**src/rtl/rc4_pkg.sv**
```systemverilog
// Package for the RC4 stream cipher core.
// Holds the byte type, the item kinds and the S-box memory request struct shared by the core
// and its RAM. No dependencies.
package rc4_pkg;

	typedef logic [7:0] byte_t;

	// Item kinds carried on the command field.
	localparam logic CMD_KEY  = 1'b0;
	localparam logic CMD_DATA = 1'b1;

	// One cycle's access to the S-box memory: one write port and one read port.
	typedef struct packed {
		logic  we;
		byte_t waddr;
		byte_t wdata;
		logic  re;
		byte_t raddr;
	} sbox_req_t;

endpackage

```
**src/rtl/rc4_key_store.sv**
```systemverilog
// Key byte store of the RC4 core, one write and one registered read per cycle.
// Depends on rc4_pkg.
module rc4_key_store #(
	parameter int DEPTH = 256,
	parameter int IDX_W = 8
) (
	input  logic              clk,
	input  logic              we,
	input  logic [IDX_W-1:0]  waddr,
	input  rc4_pkg::byte_t    wdata,
	input  logic              re,
	input  logic [IDX_W-1:0]  raddr,
	output rc4_pkg::byte_t    rdata
);
	import rc4_pkg::*;

	byte_t mem [DEPTH];
	byte_t rdata_q;

	// Key bytes are written as key items arrive and read back during the schedule.
	always_ff @(posedge clk) begin
		if (we) begin
			mem[waddr] <= wdata;
		end
		if (re) begin
			rdata_q <= mem[raddr];
		end
	end

	assign rdata = rdata_q;

endmodule

```
**config.mk**
```make
export PLATFORM = sky130hd
export DESIGN_NAME = rc4_key_store
export DESIGN_NICKNAME = d
export VERILOG_FILES = /design/src/rtl/rc4_pkg.sv /design/src/rtl/rc4_key_store.sv
export SDC_FILE = /design/constraint.sdc
export NUM_CORES = 2
export LEC_CHECK = 0
export BUFFER_PORTS_ARGS = -buffer_cell sky130_fd_sc_hd__buf_2
export CAP_MARGIN = 20
export CORE_MARGIN = 4
export CORE_UTILIZATION = 30
export CTS_BUF_LIST = sky130_fd_sc_hd__clkbuf_4
export DETAILED_ROUTE_END_ITERATION = 16
export PLACE_DENSITY = 0.55
export SYNTH_ARGS = -nofsm -noshare
export SYNTH_HDL_FRONTEND = slang
export SYNTH_SLANG_ARGS = --single-unit
```
**constraint.sdc**
```tcl
create_clock -name clk -period 2.5 [get_ports clk]
set_input_delay 0.5 -clock clk [delete_from_list [all_inputs] [get_ports clk]]
set_output_delay 0.5 -clock clk [all_outputs]
set_load 0.02 [all_outputs]
```
==> summary.md <==
| Metric | Value |
|---|---|
| Total CTS buffers | `555` |
| Dominant synthesized flop cell | `edfxtp_1` |
| Final ANT Viol Nets | `0` |
| Initial Util | `30.3%` |
| Fraction of the yosys area taken by sequential cells | `77.5%` |
| Die width | `523 um` |
| Worst IR drop on VDD | `0.512 mV` |
| Drt via density | `4.91` |
| WHS Path Cells | `2` |
| Vias in the first global route | `44,700` |
| Iter 0 DRT Violations | `4,299` |
| Worst hold path type | `input port to flip-flop` |
| Critical Path RT | `2.00 ns` |
| Final Cycle Share | `105%` |
| Most common cell after layout, fill and taps aside | `edfxtp_1` |
| Slowest cell on crit path | `edfxtp_1` |
| Largest net degree at the start of global routing | `98` |
| Ports | `35` |
| Final non-filler cell total | `8,711` |
| Leak | `31.6 nW` |
| Critical path's largest stage delay | `0.58 ns` |
| Slew Viols, Final | `0` |
| Skew-Pair Late Insertion Delay | `1.31 ns` |
| Antenna violations before repair | `15` |
| Async SR Flop Fraction | `0%` |
| # setup viols final | `6` |
| Placer congestion estimate | `0.818` |
| CTS Root Buffer Type | `clkbuf_4` |
| Share of layout cells above drive strength 1 | `40.0%` |
| Crit Path Category | `flip-flop to output pin` |
| Area of the mapped netlist | `79,600 um^2` |
| Total core area | `263,000 um^2` |
| EDFF count, synth | `2,056` |
| DR vias | `42,800` |
| Reg clk slew, reported paths | `0.07 ns` |
| Max Cap Violations | `0` |
| TritonCTS clock tree | `built` |
| Int Pwr | `0.0542 W` |
| Synth Area per Inst | `21.3 um^2` |
| YS warnings | `0` |
| Critical path depth in cells | `1` |
| Critical path startpoint category | `flip-flop` |
| Max Clk Rate | `0.382 GHz` |
| Most frequent cells in the layout | `edfxtp_1, clkbuf_4, buf_4` |
| Final wirelength | `216,000 um` |
| Worst-path cell chain | `buf_6` |
| FF-to-FF path depth | `6` |
| Sw Ratio | `22.7%` |
| Failing checks | `setup timing` |
| Worst Path Buf+Inv | `1` |
| Critical Path Sink Type | `output pin` |
| # rows | `188` |
| First-pass GRT wire length | `313,000 um` |
| RSZ-0062 raised after global routing | `yes` |
| Average wire per standard cell | `24.8 um` |
| Die Area | `274,000 um^2` |
| Fin. Hold Viols | `0` |
| Net Count, Synth | `3,760` |
| Combinational power share | `6.0%` |
| Post-synthesis cell type count | `54` |
| Hpwl dp | `139,000 um` |
| Setup slack after layout | `-0.117 ns` |
| Max Root-Sink Buffers | `4` |
| Setup Skew | `0.0742 ns` |
| Layout Utilization | `36.7%` |
| Worst-Margin Slew | `0.704 ns` |
| Sequential share of power | `54.3%` |
| # clock sinks | `2,056` |
| Overflow after GRT | `0` |
| CP top delay family | `flip-flops` |
| CP arrival | `2.12 ns` |
| Post-Synthesis Cells | `3,733` |
| DIE HEIGHT | `523 um` |
| Final min period | `2.62 ns` |
| Critical Path Fanout Max | `1` |
| PortBufs | `34` |
| NetSw | `0.0159 W` |
| Pwr/cell area | `726 nW/um^2` |
| First-pass DRT Iterations | `5` |
| Slew HR | `52.6%` |
| Post-route DRC | `0` |
| Dpl cells | `7,778` |
| Synth Register Bits | `2,056` |
| Final net count | `4,870` |
| Clock power share | `39.7%` |
| CTS H-Tree Depth | `6` |
| P&R area growth vs syn | `21.3%` |
| Outcome | `finished with violations` |
| GRT Total Usage | `15.7%` |
## power by group through the flow
stage               Clock [W]  Sequential, W  Combinational, W
floorplan                   0         0.0388           0.00186
global placement            0         0.0388           0.00410
detailed placement          0         0.0388           0.00414
CTS                    0.0288         0.0381           0.00424
global route           0.0308         0.0380           0.00444
finish                 0.0278         0.0381           0.00419
## cell type report
cell class | instances | area, um^2
fillers | 24400 | 167000
flip-flops and latches | 2056 | 61700
multi-input cells | 1442 | 16700
repair buffers | 786 | 7310
clock buffers | 763 | 5730
well taps | 3515 | 4400
clock inverters | 135 | 651
diodes | 12 | 30.0
inverters | 2 | 7.51
## through the flow
step           power, W  area (um^2)  setup slack, ns  hold WS, ns  setup TNS, ns
2_1_floorplan    0.0407        79700         -0.00496        0.599       -0.00496
3_3_place_gp     0.0429        89700            -1.31        0.830          -9.32
3_5_place_dp     0.0429        89700            -1.39        0.840          -8.72
4_1_cts          0.0711        96500           -0.299       0.0214          -1.87
5_1_grt          0.0733        96600           -0.222       0.0680          -1.38
6_report         0.0701        96600           -0.117        0.188         -0.356
## state kept, by name (all words and copies together) (netlist names)
name,flops
mem,2048
rdata,8
## cells by family after synthesis
logic type      synth area share, %
buf+inv                        1.83
compound gates                 3.42
mux                            14.6
flops                          77.5
simple gates                   2.63
## cell usage after synthesis (all sizes together), types with 4 or more instances
cell	instances	area, um^2
a2111oi	5	52.6
a211oi	16	120
a21oi	96	480
a221oi	14	129
a22o	8	70.1
a22oi	133	998
and2	6	37.5
buf	122	1030
clkbuf	111	417
edfxtp	2056	61700
mux2i	134	1340
mux4	456	10300
nand2	33	124
nand2b	8	50.1
nand3	34	170
nand4	10	62.6
nor2	282	1060
nor2b	31	194
nor3	22	110
nor4	27	188
o211ai	10	75.1
o21ai	12	60.1
o221ai	47	418
o22a	5	43.8
o22ai	28	175
o32ai	5	51.3
or2	4	25.0
## metal layers
layer | wire [um] | GRT usage, %
met5 | 13 | 0
met4 | 5350 | 4.90
met3 | 15200 | 3.57
met2 | 105000 | 25.2
met1 | 91000 | 21.2
## path summary, 6_finish.rpt
kind               from          end  slack [ns]
max reg2reg  mem[84][4]     rdata[4]        0.08
min            wdata[6]  mem[160][6]        0.19
min reg2reg  mem[44][6]     rdata[6]        1.18
max            rdata[2]     rdata[2]       -0.12
## timing repair
| item | 4_1_cts | 5_1_grt |
|---|---|---|
| endpoints found under the setup margin | 15 | 14 |
| hold buffers | 23 | 0 |
| buffers inserted | 0 | 0 |
| endpoints found under the hold margin | 3101 | 0 |
| gates resized for setup | 39 | 11 |
| pin swaps | 8 | 3 |
No activity file was read; power rests on OpenSTA's default activity.
