--- src/rtl/rc4_pkg.sv ---
// Package for the RC4 stream cipher core.
// Holds the byte type, the item kinds and the S-box memory request struct shared by the core
// and its RAM. No dependencies.
package rc4_pkg;

	typedef logic [7:0] byte_t;

	// Item kinds carried on the command field.
	localparam logic CMD_KEY  = 1'b0;
	localparam logic CMD_DATA = 1'b1;

	// One cycle's access to the S-box memory: one write port and one read port.
	typedef struct packed {
		logic  we;
		byte_t waddr;
		byte_t wdata;
		logic  re;
		byte_t raddr;
	} sbox_req_t;

endpackage

--- src/rtl/rc4_sbox_ram.sv ---
// S-box memory of the RC4 core: 256 bytes, one write and one registered read per cycle.
// Depends on rc4_pkg.
module rc4_sbox_ram (
	input  logic              clk,
	input  rc4_pkg::sbox_req_t req,
	output rc4_pkg::byte_t    rdata
);
	import rc4_pkg::*;

	byte_t mem [256];
	byte_t rdata_q;

	// A read in the same cycle as a write to the same entry returns the old byte.
	always_ff @(posedge clk) begin
		if (req.we) begin
			mem[req.waddr] <= req.wdata;
		end
		if (req.re) begin
			rdata_q <= mem[req.raddr];
		end
	end

	assign rdata = rdata_q;

endmodule

--- config.mk ---
export PLATFORM = sky130hd
export DESIGN_NAME = rc4_sbox_ram
export DESIGN_NICKNAME = d
export VERILOG_FILES = /design/src/rtl/rc4_pkg.sv /design/src/rtl/rc4_sbox_ram.sv
export SDC_FILE = /design/constraint.sdc
export NUM_CORES = 2
export LEC_CHECK = 0
export BUFFER_PORTS_ARGS = -buffer_cell sky130_fd_sc_hd__buf_2
export CAP_MARGIN = 20
export CORE_MARGIN = 5
export CORE_UTILIZATION = 30
export DETAILED_ROUTE_END_ITERATION = 8
export GPL_TIMING_DRIVEN = 0
export PLACE_DENSITY = 0.43
export SKIP_CTS_REPAIR_TIMING = 1
export SYNTH_ARGS = -nofsm -noshare
export SYNTH_HDL_FRONTEND = slang
export SYNTH_SLANG_ARGS = --single-unit
--- constraint.sdc ---
create_clock -name clk -period 3.9 [get_ports clk]
set_clock_uncertainty 0.15 [all_clocks]
set_input_delay 0.39 -clock clk [delete_from_list [all_inputs] [get_ports clk]]
set_output_delay 0.39 -clock clk [all_outputs]
set_load 0.01 [all_outputs]
==> summary.md <==
| Metric | Value |
|---|---|
| Status | finished, violations left |
| Failing checks | negative setup slack |
| # rows | 189 |
| Max-Cap Viols | 0 |
| Largest net degree at the start of global routing | 142 |
| Syn. warnings | 0 |
| I/O Buffers | 27 |
| Final ANT Viol Nets | 0 |
| Compound-Gate Fraction of Synth Area | 0.0342 |
| Via count | 41193 |
| Slew @ Worst Pin | 1.22 ns |
| Total Nets Final | 4082 |
| Number of synthesized flops with an enable pin | 2056 |
| Register area | 61700 um2 |
| Latest clock arrival within the worst-skew pair | 0.87 ns |
| Vias in the first global route | between 40000 and 50000 |
| Antenna violations before repair | 30 |
| Slowest cell delay on critical path | 0.80 ns |
| Yosys cell types | 54 |
| #FFs+latches synth | roughly 2100 |
| Worst Hold Class | input pin to flop |
| DRC | 0 |
| Count of final hold-check violations | 0 |
| Reg2reg start | mem[82][3]$_DFFE_PP_ |
| Share of post-route cells with drive strength above 1 | 0.238 |
| CTS tree | built |
| Setup ws final | -0.0895 ns |
| Non-Filler Instances | between 7000 and 8000 |
| DP HPWL | between 150000 and 200000 um |
| P_leak | 28.1 nW |
| Mux share of post-synthesis cell area | 0.146 |
| Post-synth top area share | 0.775 |
| Largest family of logic cells by synthesized area | multiplexers |
| Routed wire length | 279000 um |
| Placed cell count | about 7300 |
| Critical path arrival | roughly 4.4 ns |
| IO Count | 35 |
| Worst VDD drop | 0.399 mV |
| Largest area contributor in the netlist | edfxtp_1 |
| Routability cong. | 0.885 |
| CTS buffer count | about 220 |
| Setup CP Type | input pin to flop |
| Drt via density | 5.29 |
| Post-Synth XOR/XNOR Area | 0 |
| Synth Area in Simple Gates | 0.0263 |
| Top-count cell post-synth | edfxtp_1 |
| Critical path startpoint | req[2] |
| Register-to-register path setup slack | roughly 0.60 ns |
| CTS clock-pin slew for the worst setup and hold paths | 0.06 ns |
| Initial DRC Count | between 4000 and 5000 |
| Area Overhead vs Synth | 15.8% |
| Die width | 525 um |
| Setup repair after global routing missed its margin | no |
| Fin. max-slew vios | 0 |
| Final min period | around 4.0 ns |
| Path depth of the worst reg2reg path | 6 |
| Ranking of synthesized cells by area | edfxtp_1 78%, mux4_2 13%, mux2i_1 1.7% |
| Net Count, Synth | between 3000 and 4000 |
| Mapped Cells | between 3000 and 4000 |
| Adder-Cell Fraction of Synth Area | 0 |
| Synth Flop Type | edfxtp_1 |
| HP Start | req[11] |
| Total power | 47.4 mW |
| Setup TNS | -0.326 ns |
| Async SR Flop Fraction | 0 |
| WHS Endpoint | mem[83][2]$_DFFE_PP_ |
| Max Fanout on Critical Path | 10 |
| Initial Util | 0.301 |
| Die ar. | 276000 um2 |
| DRT Pass-1 Iters | 6 |
| # setup viols final | 5 |
| Period utilization | 1.02 |
| Relative slew slack | 0.187 |
| Hold path depth | 2 |
| Req. time, crit path | 4.29 ns |
| Mapped Area | 79600 um2 |
| Max Clk Rate | around 250 MHz |
| # clock sinks | 2056 |
| Root buffer cell | clkbuf_16 |
| Hold WS | approximately 0.26 ns |
| CP cell instances | buf_2 -> buf_2 -> and2_1 -> buf_1 -> clkbuf_1 -> a22oi_1 -> a21oi_1 -> a22oi_1 -> nor4_2 |
| Slowest CP cell | buf_1 |
| Global route overflow | 0 |
| Sequential share of the synthesized area | 0.775 |
| Power per cell area | around 510 nW/um2 |
| Top cells by count, synth | 2056 x edfxtp_1, 454 x mux4_2, 282 x nor2_1 |
| First-pass GRT wire length | 373000 um |
| H-Tree Depth | 4 |
| Max clock buf depth | 3 |
| Startpoint Class | input pin |
| Multi-input logic area | about 17000 um2 |
| Avg WL per Cell | 35.8 um |
| CP endpoint kind | flop |
| Core area | between 200000 and 300000 um2 |
| Die Ht | 525 um |
| Final core occ | 0.349 |
| RR Endpoint | rdata[3]$_DFFE_PP_ |
| Global Route Usage Sum | 0.198 |
| Mean post-synth cell area | about 21 um2 |
| FILL cells | between 20000 and 25000 |
[layout make-up]
cell class / instances / share of cell area
plain buffers: 231 / 0.0162
clock inverters: 136 / 0.0113
repair buffers: 100 / 0.0131
inverters: 2 / 0.0000814
flip-flops and latches: 2056 / 0.669
diodes: 8 / 0.000217
clock buffers: 273 / 0.0628
well taps: 3533 / 0.0479
multi-input cells: 1442 / 0.179
[per-layer routing]
metal | vias to the layer above | part of all wire | GRT usage
li1 | 16398 | - | -
met1 | 22758 | 0.43 | 0.276
met2 | 1644 | 0.48 | 0.319
met3 | 385 | 0.063 | 0.0329
met4 | 8 | 0.031 | 0.0588
met5 | - | 0.00018 | 0
[cell families (layout without fill, tap and decap cells)]
group | Yosys count | after routing
other | 0 | 8
flip-flops | 2056 | 2056
AO/OA/AOI/OAI | 385 | 385
AND/OR/NAND/NOR | 466 | 466
buffers and inverters | 235 | 742
multiplexers | 591 | 591
[per-stage QoR]
stage	instance area, um2	setup slack [ns]
6_report	92300	-0.0895
5_1_grt	92200	0.00178
4_1_cts	92000	-0.468
3_5_place_dp	85200	-1.39
3_3_place_gp	84200	-2.51
2_1_floorplan	79600	1.28
[power breakdown]
group | total, mW | leakage (nW) | internal, mW | switching [mW]
registers | 24.4 | 18.5 | 24.4 | 0.0203
clock network | 20.2 | 3.33 | 11.3 | 8.84
logic | 2.84 | 6.26 | 0.844 | 1.99
total | 47.4 | 28.1 | 36.6 | 10.9
[worst max-delay path, delay by kind of cell]
family,cells,cell delay (ns)
buffers and inverters,4,2.13
AO/OA/AOI/OAI,3,0.91
AND/OR/NAND/NOR,2,0.92
[worst max-delay path by stage]
stage | endpoint | slack, ns | cells past startpoint
floorplan | rdata[2]$_DFFE_PP_ | 1.28 | 9
global placement | rdata[4]$_DFFE_PP_ | -2.51 | 10
detailed placement | rdata[0]$_DFFE_PP_ | -1.39 | 9
CTS | rdata[0]$_DFFE_PP_ | -0.47 | 9
global route | rdata[1]$_DFFE_PP_ | 0.002 | 11
finish | rdata[6]$_DFFE_PP_ | -0.09 | 9
[registers in the layout, indices dropped and copies added (netlist names)]
name / flops
rdata: 8
mem: 2048
[layout by cell type, fill, tap and decap left out, drive strengths merged, types with 4 or more instances in the layout]
| cell type | instances |
|---|---|
| mux4 | 456 |
| o22ai | 28 |
| nor4 | 27 |
| bufinv | 13 |
| o32ai | 5 |
| a211oi | 16 |
| nor2b | 31 |
| mux2i | 134 |
| or2 | 4 |
| o211ai | 10 |
| o22a | 5 |
| nand3 | 34 |
| and2 | 6 |
| dlygate4sd3 | 9 |
| a22oi | 133 |
| nand4 | 10 |
| nand2b | 8 |
| clkbuf | 384 |
| buf | 211 |
| o21ai | 12 |
| a22o | 8 |
| clkinv | 110 |
| a21oi | 96 |
| a2111oi | 5 |
| edfxtp | 2056 |
| clkinvlp | 5 |
| inv | 10 |
| a221oi | 14 |
| nor3 | 22 |
| diode | 8 |
| o221ai | 47 |
| nand2 | 33 |
| nor2 | 282 |
(Power assumes the default switching activity.)
